$ cat src/design/gsp_pkg.sv
`timescale 1ns / 1ps
// ----------------------------------------------------------------------------
// gsp_pkg
// Shared types, register indexes and helpers for the glyph shelf packer.
// ----------------------------------------------------------------------------
package gsp_pkg;

    localparam int COORD_W = 13;
    localparam int DIM_W   = 10;
    localparam int OFS_W   = 10;
    localparam int FONT_W  = 8;
    localparam int PIDX_W  = 4;
    localparam int CFG_AW  = 2;

    localparam logic [COORD_W-1:0] COORD_MAX = '1;

    localparam logic [CFG_AW-1:0] REG_ATLAS_WIDTH  = 2'd0;
    localparam logic [CFG_AW-1:0] REG_ATLAS_HEIGHT = 2'd1;
    localparam logic [CFG_AW-1:0] REG_FONT_SIZE    = 2'd2;

    localparam logic [COORD_W-1:0] RST_ATLAS_WIDTH  = 13'd1024;
    localparam logic [COORD_W-1:0] RST_ATLAS_HEIGHT = 13'd1024;
    localparam logic [FONT_W-1:0]  RST_FONT_SIZE    = 8'd16;

    typedef struct packed {
        logic [COORD_W-1:0] atlas_width;
        logic [COORD_W-1:0] atlas_height;
        logic [FONT_W-1:0]  font_size;
    } t_cfg;

    typedef struct packed {
        logic signed [OFS_W-1:0] bearing_top;
        logic signed [OFS_W-1:0] bearing_left;
        logic [DIM_W-1:0]        glyph_rows;
        logic [DIM_W-1:0]        glyph_width;
    } t_glyph;

    typedef struct packed {
        logic                    atlas_full;
        logic                    new_page;
        logic signed [OFS_W-1:0] offset_y;
        logic signed [OFS_W-1:0] offset_x;
        logic [COORD_W-1:0]      bottom_y;
        logic [COORD_W-1:0]      right_x;
        logic [COORD_W-1:0]      top_y;
        logic [COORD_W-1:0]      left_x;
        logic [PIDX_W-1:0]       page_index;
    } t_result;

    function automatic logic [COORD_W-1:0] sat13(input logic [COORD_W+1:0] v);
        return (v > {2'b00, COORD_MAX}) ? COORD_MAX : v[COORD_W-1:0];
    endfunction

endpackage

$ cat src/design/gsp_place.sv
`timescale 1ns / 1ps
// ----------------------------------------------------------------------------
// gsp_place
// Shelf placement state (cursor, row height, page) and the placement logic.
// ----------------------------------------------------------------------------
module gsp_place #(
    parameter int MAX_PAGES = 16
) (
    input  logic             i_clk,
    input  logic             i_rst_n,
    input  logic             i_step,
    input  gsp_pkg::t_glyph  i_glyph,
    input  gsp_pkg::t_cfg    i_cfg,
    output gsp_pkg::t_result o_result
);
    import gsp_pkg::*;

    localparam int PW = (MAX_PAGES > 1) ? $clog2(MAX_PAGES) : 1;
    localparam logic [PW-1:0] LAST_PAGE = PW'(MAX_PAGES - 1);

    logic [COORD_W-1:0] r_cursor_x, n_cursor_x;
    logic [COORD_W-1:0] r_cursor_y, n_cursor_y;
    logic [DIM_W-1:0]   r_row_h,    n_row_h;
    logic [PW-1:0]      r_page,     n_page;

    logic               empty;
    logic [DIM_W-1:0]   cw, ch;
    logic [DIM_W:0]     adv;
    logic [COORD_W:0]   sum_x;
    logic               wrap;
    logic [COORD_W:0]   ny;
    logic [COORD_W+1:0] ny_ch;
    logic               fits;
    logic               at_last;
    logic [COORD_W-1:0] place_x, place_y;
    logic [PW+PIDX_W-1:0] page_ext;

    always_comb begin
        empty = (i_glyph.glyph_width == '0) || (i_glyph.glyph_rows == '0);
        if (empty) begin
            cw  = DIM_W'(i_cfg.font_size >> 1);
            ch  = (i_cfg.font_size != '0) ? DIM_W'(i_cfg.font_size - 8'd1) : '0;
            adv = (DIM_W+1)'(cw);
        end else begin
            cw  = i_glyph.glyph_width;
            ch  = i_glyph.glyph_rows;
            adv = (DIM_W+1)'(i_glyph.glyph_width) + 11'd1;
        end

        sum_x   = {1'b0, r_cursor_x} + (COORD_W+1)'(cw);
        wrap    = sum_x > {1'b0, i_cfg.atlas_width};
        ny      = {1'b0, r_cursor_y} + (COORD_W+1)'(r_row_h) + 14'd1;
        ny_ch   = {1'b0, ny} + (COORD_W+2)'(ch);
        fits    = ny_ch <= {2'b00, i_cfg.atlas_height};
        at_last = (r_page == LAST_PAGE);

        n_page  = r_page;
        place_x = r_cursor_x;
        place_y = r_cursor_y;
        o_result.new_page   = 1'b0;
        o_result.atlas_full = 1'b0;
        if (wrap) begin
            place_x = '0;
            if (fits) begin
                place_y = sat13({1'b0, ny});
            end else begin
                place_y = '0;
                if (at_last) begin
                    o_result.atlas_full = 1'b1;
                end else begin
                    n_page = r_page + PW'(1);
                    o_result.new_page = 1'b1;
                end
            end
        end

        page_ext = {{PIDX_W{1'b0}}, n_page};
        o_result.page_index = page_ext[PIDX_W-1:0];
        o_result.left_x     = place_x;
        o_result.top_y      = place_y;
        o_result.right_x    = sat13((COORD_W+2)'(place_x) + (COORD_W+2)'(cw));
        o_result.bottom_y   = sat13((COORD_W+2)'(place_y) + (COORD_W+2)'(ch));
        o_result.offset_x   = empty ? '0 : i_glyph.bearing_left;
        o_result.offset_y   = empty ? signed'(ch) : i_glyph.bearing_top;

        n_cursor_x = sat13((COORD_W+2)'(place_x) + (COORD_W+2)'(adv));
        n_cursor_y = place_y;
        n_row_h    = (wrap || (ch > r_row_h)) ? ch : r_row_h;
    end

    always_ff @(posedge i_clk) begin
        if (!i_rst_n) begin
            r_cursor_x <= '0;
            r_cursor_y <= '0;
            r_row_h    <= '0;
            r_page     <= '0;
        end else if (i_step) begin
            r_cursor_x <= n_cursor_x;
            r_cursor_y <= n_cursor_y;
            r_row_h    <= n_row_h;
            r_page     <= n_page;
        end
    end

`ifndef SYNTHESIS
    a_page_inc: assert property (@(posedge i_clk) disable iff (!i_rst_n)
        (i_step && o_result.new_page) |=> (r_page == $past(r_page) + PW'(1)))
        else $error("page did not advance on new page");

    a_hold: assert property (@(posedge i_clk) disable iff (!i_rst_n)
        !i_step |=> ($stable(r_cursor_x) && $stable(r_cursor_y)
                     && $stable(r_row_h) && $stable(r_page)))
        else $error("placement state moved without a transfer");

    a_flags: assert property (@(posedge i_clk) disable iff (!i_rst_n)
        i_step |-> !(o_result.new_page && o_result.atlas_full))
        else $error("new page and atlas full together");

    a_full_last: assert property (@(posedge i_clk) disable iff (!i_rst_n)
        (i_step && o_result.atlas_full) |-> (r_page == LAST_PAGE))
        else $error("atlas full below last page");
`endif

endmodule

$ cat src/design/glyph_shelf_packer.sv
`timescale 1ns / 1ps
// An input transfer goes through the input reg and then the result reg before
// the earliest result transfer; m_axis_tvalid rises as the result reg loads
// throughput: one glyph per cycle unless the output stalls; cursor state updates
// in the same cycle as the result register load: glyphs never wait on each other
// reset: synchronous active-low i_rst_n clears cursor, row height, page and
// both valid flags; registers return to 1024 x 1024, font size 16
// ----------------------------------------------------------------------------
// glyph_shelf_packer
// Places glyphs into texture atlas pages by shelf packing, stream in and out.
// ----------------------------------------------------------------------------
module glyph_shelf_packer #(
    parameter int MAX_PAGES = 16
) (
    input  logic        i_clk,
    input  logic        i_rst_n,
    input  logic        i_cfg_we,
    input  logic [1:0]  i_cfg_addr,
    input  logic [12:0] i_cfg_wdata,
    input  logic        s_axis_tvalid,
    output logic        s_axis_tready,
    // glyph_width, glyph_rows, bearing_left, bearing_top
    input  logic [39:0] s_axis_tdata,
    output logic        m_axis_tvalid,
    input  logic        m_axis_tready,
    // page_index, left_x, top_y, right_x, bottom_y, offset_x, offset_y, zero pad
    output logic [79:0] m_axis_tdata,
    // new_page, atlas_full
    output logic [1:0]  m_axis_tuser
);
    import gsp_pkg::*;

    t_cfg    r_cfg;
    logic    r_in_valid;
    t_glyph  r_in;
    logic    r_out_valid;
    t_result r_out;
    t_result place_res;
    logic    out_free;
    logic    step;

    assign out_free      = !r_out_valid || m_axis_tready;
    assign step          = r_in_valid && out_free;
    assign s_axis_tready = !r_in_valid || out_free;

    always_ff @(posedge i_clk) begin
        if (!i_rst_n) begin
            r_cfg.atlas_width  <= RST_ATLAS_WIDTH;
            r_cfg.atlas_height <= RST_ATLAS_HEIGHT;
            r_cfg.font_size    <= RST_FONT_SIZE;
        end else if (i_cfg_we) begin
            unique case (i_cfg_addr)
                REG_ATLAS_WIDTH:  r_cfg.atlas_width  <= i_cfg_wdata;
                REG_ATLAS_HEIGHT: r_cfg.atlas_height <= i_cfg_wdata;
                REG_FONT_SIZE:    r_cfg.font_size    <= i_cfg_wdata[FONT_W-1:0];
                default: ;
            endcase
        end
    end

    always_ff @(posedge i_clk) begin
        if (!i_rst_n) begin
            r_in_valid <= 1'b0;
        end else if (s_axis_tready) begin
            r_in_valid <= s_axis_tvalid;
        end
        if (s_axis_tvalid && s_axis_tready) begin
            r_in <= s_axis_tdata;
        end
    end

    gsp_place #(
        .MAX_PAGES (MAX_PAGES)
    ) u_place (
        .i_clk    (i_clk),
        .i_rst_n  (i_rst_n),
        .i_step   (step),
        .i_glyph  (r_in),
        .i_cfg    (r_cfg),
        .o_result (place_res)
    );

    always_ff @(posedge i_clk) begin
        if (!i_rst_n) begin
            r_out_valid <= 1'b0;
        end else if (out_free) begin
            r_out_valid <= r_in_valid;
        end
        if (step) begin
            r_out <= place_res;
        end
    end

    assign m_axis_tvalid = r_out_valid;
    assign m_axis_tdata  = {4'b0000, r_out.offset_y, r_out.offset_x, r_out.bottom_y,
                            r_out.right_x, r_out.top_y, r_out.left_x, r_out.page_index};
    assign m_axis_tuser  = {r_out.atlas_full, r_out.new_page};

endmodule

$ cat config.mk
export PLATFORM = sky130hd
export DESIGN_NAME = glyph_shelf_packer
export DESIGN_NICKNAME = d
export VERILOG_FILES = /design/src/design/gsp_pkg.sv /design/src/design/gsp_place.sv /design/src/design/glyph_shelf_packer.sv
export SDC_FILE = /design/constraint.sdc
export NUM_CORES = 1
export LEC_CHECK = 0
export BUFFER_PORTS_ARGS = -buffer_cell sky130_fd_sc_hd__buf_2
export CAP_MARGIN = 25
export CORE_ASPECT_RATIO = 0.6
export CORE_MARGIN = 4
export CORE_UTILIZATION = 33
export DETAILED_ROUTE_END_ITERATION = 7
export GPL_TIMING_DRIVEN = 0
export PLACE_DENSITY_LB_ADDON = 0.1
export RECOVER_POWER = 25
export SYNTH_ARGS = -nofsm -noshare
export SYNTH_HDL_FRONTEND = slang
export SYNTH_SLANG_ARGS = --single-unit
export TNS_END_PERCENT = 1
$ cat constraint.sdc
create_clock -name i_clk -period 10.6 [get_ports i_clk]
set_input_delay 0.53 -clock i_clk [delete_from_list [all_inputs] [get_ports i_clk]]
set_output_delay 0.53 -clock i_clk [all_outputs]
set_load 0.005 [all_outputs]
; ---- After elaboration in Yosys (flattened, before gate mapping)
; Cells that the tools add are included.
[op_classes]
order_cmp = 7
eq_ne = 3
n_addsub = 10
n_mux = 15
n_reduce_logical = 17
bitwise = 1
[ops]
columns = operator, n
row1 = $mux 13, 5
row2 = $add 13x10->14, 4
row3 = $gt 15x13->1 const B, 3
row4 = $mux 10, 4
row5 = $logic_not 10->1, 2
row6 = $add 14x10->15, 1
row7 = $le 15x13->1, 1
row8 = $add 13x11->14, 1
row9 = $add 14x1->14 const B, 1
row10 = $gt 14x13->1, 1
row11 = $gt 14x13->1 const B, 1
row12 = $mux 4, 3
row13 = $add 10x1->11 const B, 1
row14 = $mux 11, 1
row15 = $gt 10x10->1, 1
row16 = $sub 8x1->9 const B, 1
row17 = $reduce_and 2->1, 4
row18 = $reduce_bool 8->1, 1
row19 = $add 4x1->4 const B, 1
row20 = $eq 4x4->1 const B, 1
row21 = $logic_or 1x1->1, 4
row22 = $eq 2x1->1 const B, 1
row23 = $eq 2x2->1 const B, 1
row24 = $logic_and 1x1->1, 2
row25 = other kinds (5), 7
[word_totals]
register_bits = 194
output_inout_bits = 84
elab_cells = 75
in_bits = 60

; ---- Depth between registers and ports, before layout
; Gate-level depths: netlist of the first run.
[logic_depth]
ltp_word = 9
ltp_mapped = 43
mapped_depth_nobuf = 40

; ---- Hierarchy
; From an unflattened synthesis of the first run, not the netlist that was laid out.
[unflattened]
hier_cells = 1161
area_unflattened_um2 = 11745.0
[by_module_without_submodules]
columns = mod, area_per_inst_um2, cells_per_inst, seq_area_each_um2, instances
row1 = gsp_place, 6776.5, 900, 800.8, 1
row2 = glyph_shelf_packer, 4968.5, 261, 4264.1, 1

; ---- Worst setup path before layout of the first run
; Ideal clock, no wire load.
[synth_path]
kind = register to register
startpoint = register r_in[0] (netlist bit)
endpoint = register u_place.r_cursor_x[2]
setup_ns = 0.119
required_ns = 10.481
t_arrival_ns = 7.722
period_less_slack_ns = 7.841
setup_slack_ns = 2.759
n_path_buf = 5
path_stages_with_launch = 44
cell_sequence = edfxtp_1 -> inv_1 -> ha_1 -> nor2b_1 -> and4_1 -> nor2_1 -> clkbuf_1 -> clkbuf_1 -> o21ai_0 -> ha_1 -> inv_1 -> fa_1 -> nor2b_1 -> o21ai_0 -> a21boi_0 -> o21ai_0 -> a21boi_0 -> o21ai_0 -> [... 8 more ...] -> a31o_2 -> and2_1 -> clkbuf_1 -> clkbuf_1 -> nand2_1 -> inv_1 -> ha_1 -> a21o_1 -> a21oi_1 -> o21ai_0 -> a21oi_1 -> o21ai_0 -> nand4_1 -> nand3_1 -> o41a_1 -> a31o_2 -> clkbuf_1 -> o221a_2
[synth_lines]
columns = element, line
row1 = start: declaration, glyph_shelf_packer.sv:35  ; t_glyph r_in;
row2 = start signal: assignment, glyph_shelf_packer.sv:68  ; r_in <= s_axis_tdata;
row3 = end signal: assignment, gsp_place.sv:98  ; r_cursor_x <= n_cursor_x;
row4 = end: declaration, gsp_place.sv:21  ; logic [COORD_W-1:0] r_cursor_x, n_cursor_x;

==> flow_metrics.py, run 1 <==
metrics = {
    "run_status": {
        "status": "finished, final reports clean",
    },
    "job": {
        "maxCapViolations": 0,
    },
    "placement": {
        "numPortBuffers": 139,
        "placedInstanceArea_um2": 12900,
        "gp_congestion": 0.886,
        "post-dp-hpwl_um": 27700,
        "dp_slack_ns": -0.488,
    },
    "routing": {
        "via_per_inst": 5.08,
        "routedWlPerCell_um": 19.6,
        "ant_nets": 0,
        "drt_wl_total_um": 35600,
        "num_vias": 9236,
        "drt_iter0_markers": 609,
        "drc_errors": 0,
        "firstDrtPassIters": 5,
    },
    "synthesis": {
        "synth_area_per_cell_um2": 9.81,
        "ys_ff_latch": 194,
        "ys_types": 71,
        "yosysWarningCount": 0,
        "async_flop_share_pct": 0,
        "synth_ff_type": "edfxtp_1",
        "yosysSeqAreaShare_pct": 43.7,
        "syn_area_um2": 11600,
        "synthesis.instances": 1183,
        "synth_edf_count": 118,
    },
    "cts": {
        "h-tree-depth": 4,
        "cts_inserted_buffers": 17,
        "root_buffer": "clkbuf_16",
        "clock_path_buffers": 2,
        "clkTransAtPathRegs_ns": 0.08,
        "ctsResizeCount": 2,
        "cts_tree": "done",
        "insertion_delay_ns": 0.46,
        "clock_sinks": 194,
        "hold_buffers": 0,
        "cts_setup_buffers": 0,
    },
    "layout": {
        "final_common_cell": "nand2_1",
        "area_growth_pct": 16.5,
        "drive_gt1_share_pct": 14.0,
        "layout_common_cells": "176 x nand2_1, 118 x edfxtp_1, 104 x buf_2, 100 x ha_1, 81 x inv_1",
        "fin_area_um2": 13500,
        "fin_nets": 1511,
    },
    "floorplan": {
        "num_io_pins": 144,
        "die_h_um": 153,
        "die_w_um": 250,
        "num_rows": 52,
        "start_util_pct": 34.0,
        "core_um2": 34200,
        "dieArea_um2": 38300,
    },
    "grt": {
        "grt_pass1_vias": 8622,
        "grtUsageTotal_pct": 18.4,
        "antenna_found_initial": 4,
        "grt_pass1_wl_um": 53500,
        "grt_max_degree": 50,
        "grt_overflow_total": 0,
    },
    "sta": {
        "min_period_ns": 9.67,
        "timing.final.crit_share_pct": 91.3,
        "fin_ws_ns": 0.927,
        "rsz0062_at_grt": "no",
        "drv_slew": 0,
        "setup_viol": 0,
        "worst_slew_pin_slew_ns": 1.17,
        "clock_skew_ns": 0.0146,
        "finalHoldViolations": 0,
        "max_slew_margin_pct": 21.0,
        "timing.fmax_mhz": 103,
    },
    "critical_path": {
        "cp-end-kind": "flip-flop",
        "worstSetupPathType": "reg2reg",
        "critPathSlowestCell": "edfxtp_1",
        "cpPeakStageDelay_ns": 0.47,
        "crit_top_cell": "o21ai_0",
        "startpoint_type": "flip-flop",
        "worst-endpoint-required_ns": 10.95,
        "path_max_fanout": 10,
        "cp_data_arrival_time_ns": 10.02,
    },
    "power": {
        "vdd_ir_drop_max_v": 0.000124,
        "leakagePower_nw": 5.75,
        "power-per-cell-area_nw_per_um2": 153,
        "finalPower_w": 0.00207,
    },
    "min_path": {
        "hold_class": "in2reg",
    },
}
## layer usage
metal	global-route usage, %	vias up	routed length, um	part of all wire (%)
li1	-	4552	-	-
met1	30.8	4360	19900	56
met2	22.5	285	12400	35
met3	4.77	31	2880	8.1
met4	3.96	8	360	1.0
met5	0	-	47	0.13
## final timing paths
| check | from | to | slack, ns | depth (start not counted) |
|---|---|---|---|---|
| setup / recovery | r_in[1] | u_place.r_cursor_x[9] | 0.93 | 43 |
| hold / removal | s_axis_tdata[26] | r_in[26] | 0.24 | 1 |
| setup reg to reg | r_in[1] | u_place.r_cursor_x[9] | 0.93 | 43 |
| hold reg to reg | r_cfg[14] | r_cfg[14] | 0.47 | 2 |
## cells in the mapped netlist (14+ instances only)
cell type  instances  share of area (%)
a21oi_1           58                2.5
ha_1             100                 11
a21o_1            27                1.7
nand3_1           19               0.82
xor2_1            22                1.7
mux2i_1           20                1.7
edfxtp_1         118                 31
xnor2_1           38                2.9
nor2_1            55                1.8
and3_1            32                1.7
nand2b_1          19                1.0
nand2_1          176                5.7
o21ai_0           50                2.2
clkbuf_1          36                1.2
inv_1             81                2.6
o21a_1            14               0.91
dfxtp_1           76                 13
a21boi_0          40                2.6
nor2b_1           27                1.5
## report_power, final
group	switching, W	internal (W)
clock	0.000350	0.000345
combinational	0.000301	0.000194
sequential	0.0000234	0.000855
total	0.000674	0.00140
## stage by stage
| step | std cells | util, % | TNS, ns | hold slack, ns |
|---|---|---|---|---|
| after floorplan | 1186 | - | 0 | 0.443 |
| after global placement | 1784 | 37.7 | -5.03 | 0.455 |
| after detailed placement | 1785 | 37.8 | -6.72 | 0.457 |
| after CTS | 1817 | 39.7 | 0 | 0.212 |
| after global routing | 1817 | 39.6 | 0 | 0.202 |
| final | 1818 | 39.6 | 0 | 0.237 |
## sequential cells by signal, indices dropped and copies added, names as in the netlist
name / flops
m_axis_tuser: 2
u_place.r_cursor_y: 13
r_cfg: 34
u_place.r_page: 4
u_place.r_cursor_x: 13
r_in_valid: 1
m_axis_tdata: 76
u_place.r_row_h: 10
r_in: 40
m_axis_tvalid: 1
## cell type report
type	instances	area (um2)
Timing Repair Buffer	140	679
Multi-Input combinational cell	866	6060
Tap cell	459	574
Antenna cell	1	2.50
Fill cell	3481	20600
Clock inverter	15	203
Sequential cell	194	5060
Clock buffer	17	425
Buffer	45	210
Inverter	81	304
## logic make-up (layout without fill, tap and decap cells)
logic type / Yosys count / in the layout / synth area share [%]
and+or+nand+nor: 388 / 388 / 16.0
AOI/OAI and AO/OA: 280 / 280 / 17.2
DFF: 194 / 194 / 43.7
buffers and inverters: 126 / 298 / 4.30
adders and majority gates: 110 / 110 / 12.2
xor gates and xnor gates: 60 / 60 / 4.53
muxes: 24 / 24 / 2.11
other: 1 / 5 / 0.0323
## worst max-delay path, delay by kind of cell (launching register included)
family / cells / cell delay [ns]
flip-flops: 1 / 0.47
adder cells (fa/ha/maj): 5 / 1.41
AO/OA/AOI/OAI: 19 / 4.26
buffers and inverters: 8 / 1.76
AND/OR/NAND/NOR: 10 / 1.51
XOR/XNOR: 1 / 0.09
No activity file was read; power rests on OpenSTA's default activity.
==> inputs of run 2 (changes only) <==
==> constraint.sdc (replaced) <==
create_clock -name i_clk -period 10.6 [get_ports i_clk]
set_input_delay 0 -clock i_clk [delete_from_list [all_inputs] [get_ports i_clk]]
set_output_delay 0 -clock i_clk [all_outputs]
set_load 0.005 [all_outputs]
==> flow_metrics.py, run 2 (same netlist as run 1, synthesis figures left out) <==
metrics = {
    "routing": {
        "via_per_inst": 5.06,
        "drc_errors": 0,
        "drt_wl_total_um": 36000,
        "drt_iter0_markers": 573,
        "ant_nets": 0,
        "routedWlPerCell_um": 19.2,
        "num_vias": 9507,
        "firstDrtPassIters": 7,
    },
    "placement": {
        "gp_congestion": 0.886,
        "dp_slack_ns": -0.488,
        "numPortBuffers": 139,
        "placedCellCount": 1785,
        "post-dp-hpwl_um": 27700,
    },
    "power": {
        "power-per-cell-area_nw_per_um2": 147,
        "vdd_ir_drop_max_v": 0.000123,
        "switching_share_pct": 32.4,
        "clkPwrFrac_pct": 33.3,
        "p_seq_share_pct": 42.2,
        "finalPower_w": 0.00208,
        "combPwrFrac_pct": 24.5,
        "cellInternalPower_w": 0.00141,
        "leakagePower_nw": 6.00,
        "p_switching_w": 0.000674,
    },
    "critical_path": {
        "cp-end-kind": "flip-flop",
        "worstReg2RegStart": "r_in[1]",
        "path_max_fanout": 10,
        "cp_data_arrival_time_ns": 10.03,
        "worstSetupPathType": "reg2reg",
        "ff2ff_setup_slack_ns": 0.92,
        "critPathTopFamily": "compound AO/OA/AOI/OAI gates",
        "cp_num_buf_inv": 8,
        "ff2ff_path_depth": 43,
        "worst-endpoint-required_ns": 10.95,
        "cpPeakStageDelay_ns": 0.47,
        "critPathSlowestCell": "edfxtp_1",
        "reg2reg_to": "u_place.r_cursor_x[8]",
        "crit_top_cell": "o21ai_0",
        "startpoint_type": "flip-flop",
    },
    "grt": {
        "grt_pass1_vias": 8858,
        "grt_max_degree": 50,
        "grt_overflow_total": 0,
        "grt_pass1_wl_um": 54400,
        "antenna_found_initial": 0,
        "grtUsageTotal_pct": 18.6,
    },
    "layout": {
        "diodes": 0,
        "final_common_cell": "nand2_1",
        "area_growth_pct": 21.8,
        "fin_nets": 1573,
        "layout_common_cells": "176 x nand2_1, 118 x edfxtp_1, 100 x ha_1, 97 x buf_2, 81 x inv_1",
        "largest_reg_flops": 76,
        "fin_cells": 1879,
        "drive_gt1_share_pct": 12.9,
    },
    "cts": {
        "clkTransAtPathRegs_ns": 0.08,
        "cts_inserted_buffers": 17,
        "cts_tree": "done",
        "h-tree-depth": 4,
        "clock_sinks": 194,
        "insertion_delay_ns": 0.46,
        "clock_path_buffers": 2,
        "root_buffer": "clkbuf_16",
    },
    "sta": {
        "max_slew_margin_pct": 30.0,
        "min_period_ns": 9.68,
        "setup_viol": 0,
        "fin_ws_ns": 0.925,
        "clock_skew_ns": 0.0154,
        "rsz0062_at_grt": "no",
        "setup_tns_ns": 0,
        "worst_slew_pin_slew_ns": 1.04,
        "finalHoldViolations": 0,
        "timing.final.crit_share_pct": 91.3,
        "timing.fmax_mhz": 103,
        "drv_slew": 0,
    },
    "floorplan": {
        "num_io_pins": 144,
        "start_util_pct": 34.0,
        "dieArea_um2": 38300,
        "die_w_um": 250,
        "die_h_um": 153,
        "core_um2": 34200,
        "num_rows": 52,
    },
    "min_path": {
        "hold_path_end": "r_in[24]",
        "hold_class": "in2reg",
        "worstHoldStart": "s_axis_tdata[24]",
        "hold_depth": 2,
    },
    "run_status": {
        "status": "finished, final reports clean",
    },
    "job": {
        "maxCapViolations": 0,
    },
}
## run 2: area by class of cell
class | count | area (um2)
fill | 3440 | 20000
multi-input combinational | 866 | 6060
sequential | 194 | 5060
timing repair buffer | 202 | 1290
tap | 459 | 574
clock buffer | 17 | 425
inverter | 81 | 304
buffer | 45 | 210
clock inverter | 15 | 203
## run 2: power by group through the flow
stage               sequential [W]  combinational, W  clock, W
finish                    0.000879          0.000510  0.000694
global route              0.000884          0.000572  0.000746
CTS                       0.000879          0.000507  0.000716
detailed placement        0.000896          0.000487         0
global placement          0.000898          0.000483         0
floorplan                 0.000892          0.000325         0
## run 2: metal layers
layer / routed length [um] / GRT usage [%]
met4: 364 / 3.96
met5: 0 / 0
met1: 20300 / 31.3
met2: 12700 / 23.2
met3: 2650 / 4.31
## run 2: metrics by stage
stage          utilization (%)  cell area [um2]  hold WS (ns)
6_report                  41.4            14100         0.237
5_1_grt                   41.4            14100         0.212
4_1_cts                   41.5            14200         0.214
3_5_place_dp              37.8            12900         0.178
3_3_place_gp              37.7            12900         0.176
2_1_floorplan                -            11600        0.0989
## run 2: how the worst max path moves through the flow
| stage | cells past startpoint | start | to |
|---|---|---|---|
| finish | 43 | r_in[1] | u_place.r_cursor_x[8] |
| CTS | 43 | r_in[0] | m_axis_tdata[33] |
| global placement | 43 | r_in[0] | m_axis_tdata[38] |
| global route | 41 | r_in[10] | m_axis_tdata[34] |
| floorplan | 43 | r_in[0] | u_place.r_cursor_x[2] |
| detailed placement | 43 | r_in[0] | m_axis_tdata[33] |
## run 2: worst reg2reg max path: cells and delay by family (launching register included)
kind | cells | cell delay (ns)
xor gates and xnor gates | 1 | 0.09
and+or+nand+nor | 10 | 1.53
DFF | 1 | 0.47
adders and majority gates | 5 | 1.42
buffers and inverters | 8 | 1.75
AOI/OAI and AO/OA | 19 | 4.31
## run 2: timing repair
| action | 4_1_cts | 5_1_grt |
|---|---|---|
| gates cloned | 0 | 0 |
| setup buffers | 0 | 0 |
| endpoints found under the setup margin | 21 | 39 |
| hold endpoints to repair | 77 | 0 |
| hold buffers | 62 | 0 |
| resized for setup | 2 | 13 |
==> inputs of run 3 (changes only) <==
- CELL_PAD_IN_SITES_DETAIL_PLACEMENT: unset -> 0
- CELL_PAD_IN_SITES_GLOBAL_PLACEMENT: unset -> 1
- SKIP_LAST_GASP: unset -> 1
==> flow_metrics.py, run 3 (same netlist as run 1, synthesis figures left out) <==
metrics = {
    "run_status": {
        "status": "finished, final reports clean",
    },
    "layout": {
        "diodes": 0,
        "layout_common_cells": "176 x nand2_1, 118 x edfxtp_1, 101 x buf_2, 100 x ha_1, 81 x inv_1",
        "fill_cells": 3385,
        "largest_reg_flops": 76,
        "area_growth_pct": 21.9,
        "final_common_cell": "nand2_1",
        "fin_nets": 1575,
        "fin_area_um2": 14100,
        "drive_gt1_share_pct": 13.2,
    },
    "routing": {
        "firstDrtPassIters": 5,
        "highest_layer": "met4",
        "routedWlPerCell_um": 19.8,
        "via_per_inst": 5.02,
        "ant_nets": 0,
        "drt_iter0_markers": 720,
        "wl_met3_um": 2330,
        "num_vias": 9438,
        "drt_wl_total_um": 37200,
        "wl_met1_um": 21300,
        "routed-wl-met2_um": 13200,
        "drc_errors": 0,
    },
    "floorplan": {
        "start_util_pct": 34.0,
        "num_io_pins": 144,
        "die_w_um": 250,
        "num_rows": 52,
        "dieArea_um2": 38300,
        "die_h_um": 153,
        "core_um2": 34200,
    },
    "sta": {
        "setup_viol": 0,
        "worst_slew_pin_slew_ns": 0.885,
        "timing.final.crit_share_pct": 93.4,
        "rsz0062_at_grt": "yes",
        "drv_slew": 0,
        "max_slew_margin_pct": 40.7,
        "finalHoldViolations": 0,
        "setup_tns_ns": 0,
        "timing.fmax_mhz": 101,
        "min_period_ns": 9.90,
        "clock_skew_ns": 0.0118,
    },
    "critical_path": {
        "cp_data_arrival_time_ns": 10.24,
        "worstSetupPathType": "reg2reg",
        "critPathTopFamily": "compound AO/OA/AOI/OAI gates",
        "startpoint_type": "flip-flop",
        "crit_top_cell": "o21ai_0",
        "cp_num_buf_inv": 8,
        "worst-endpoint-required_ns": 10.93,
        "critPathSlowestCell": "edfxtp_1",
        "path_max_fanout": 10,
        "cp-end-kind": "flip-flop",
        "cpPeakStageDelay_ns": 0.48,
    },
    "power": {
        "p_seq_share_pct": 42.7,
        "power-per-cell-area_nw_per_um2": 146,
        "p_switching_w": 0.000615,
        "combPwrFrac_pct": 24.4,
        "clkPwrFrac_pct": 32.9,
        "leakagePower_nw": 6.00,
        "cellInternalPower_w": 0.00145,
        "vdd_ir_drop_max_v": 0.000119,
        "switching_share_pct": 29.8,
    },
    "grt": {
        "grt_pass1_wl_um": 56100,
        "grt_pass1_vias": 8858,
        "grt_max_degree": 65,
        "grt_overflow_total": 0,
        "antenna_found_initial": 0,
        "grtUsageTotal_pct": 19.3,
    },
    "placement": {
        "post-dp-hpwl_um": 29600,
        "placedInstanceArea_um2": 12900,
        "numPortBuffers": 139,
        "gp_congestion": 0.893,
    },
    "cts": {
        "insertion_delay_ns": 0.45,
        "cts_setup_buffers": 0,
        "h-tree-depth": 4,
        "cts_tree": "done",
        "clock_path_buffers": 2,
        "cts_inserted_buffers": 17,
        "clkTransAtPathRegs_ns": 0.07,
        "clock_sinks": 194,
        "root_buffer": "clkbuf_16",
    },
    "job": {
        "maxCapViolations": 0,
    },
    "min_path": {
        "hold_class": "in2reg",
    },
}
## run 3: cell count changes in the layout (fill, tap and decap cells not counted), sizes merged, moves of 2 or more
| cell | delta |
|---|---|
| buf | +6 |
| bufinv | +2 |
| clkbuf | +3 |
| clkinv | -3 |
| clkinvlp | +2 |
| inv | -8 |
## run 3: final cells by class
| type | instances | area (um2) | share of cell area (%) |
|---|---|---|---|
| clock buffers | 24 | 469 | 3.32 |
| repair buffers | 204 | 1320 | 9.33 |
| multi-input cells | 866 | 6080 | 43.0 |
| flip-flops and latches | 194 | 5060 | 35.8 |
| inverters | 81 | 304 | 2.15 |
| plain buffers | 45 | 205 | 1.45 |
| clock inverters | 8 | 131 | 0.929 |
| well taps | 459 | 574 | 4.06 |
## run 3: worst min-delay path, stage by stage
cell and delay [ns]:
buf_2 0.23, and3_1 0.19, a31o_2 0.09
## run 3: stage by stage
| step | hold WS, ns | instances | util, % | setup WS, ns | total power (W) |
|---|---|---|---|---|---|
| 2_1_floorplan | 0.0989 | 1186 | - | 2.76 | 0.00122 |
| 4_1_cts | 0.0693 | 1880 | 41.5 | 0.159 | 0.00208 |
| 3_3_place_gp | 0.177 | 1784 | 37.7 | -0.188 | 0.00138 |
| 3_5_place_dp | 0.178 | 1787 | 37.9 | -0.0954 | 0.00138 |
| 5_1_grt | 0.0866 | 1881 | 41.4 | -0.104 | 0.00218 |
| 6_report | 0.104 | 1881 | 41.4 | 0.696 | 0.00206 |
## run 3: power by group through the flow
stage / clock (W) / sequential [W] / combinational (W)
finish: 0.000679 / 0.000881 / 0.000503
global route: 0.000725 / 0.000885 / 0.000565
CTS: 0.000699 / 0.000880 / 0.000502
detailed placement: 0 / 0.000897 / 0.000481
global placement: 0 / 0.000899 / 0.000476
floorplan: 0 / 0.000892 / 0.000325
## run 3: path summary, 6_finish.rpt
path	start	slack, ns	depth (start not counted)	to
setup / recovery	r_in[0]	0.70	43	u_place.r_cursor_x[10]
hold / removal	i_rst_n	0.10	3	u_place.r_page[3]
setup reg to reg	r_in[0]	0.70	43	u_place.r_cursor_x[10]
hold reg to reg	r_cfg[25]	0.47	2	r_cfg[25]
## run 3: timing repair
action / CTS / global route
cloned: 0 / 0
pin swaps: 0 / 0
endpoints found under the hold margin: 76 / 0
hold buffers: 61 / 0
endpoints found under the setup margin: 20 / 39
gates resized for setup: 2 / 13
## run 3: layer usage
metal,global-route usage [%],vias up
li1,-,4687
met1,32.9,4455
met2,23.9,276
met3,4.30,20
met4,3.46,0
met5,0,-
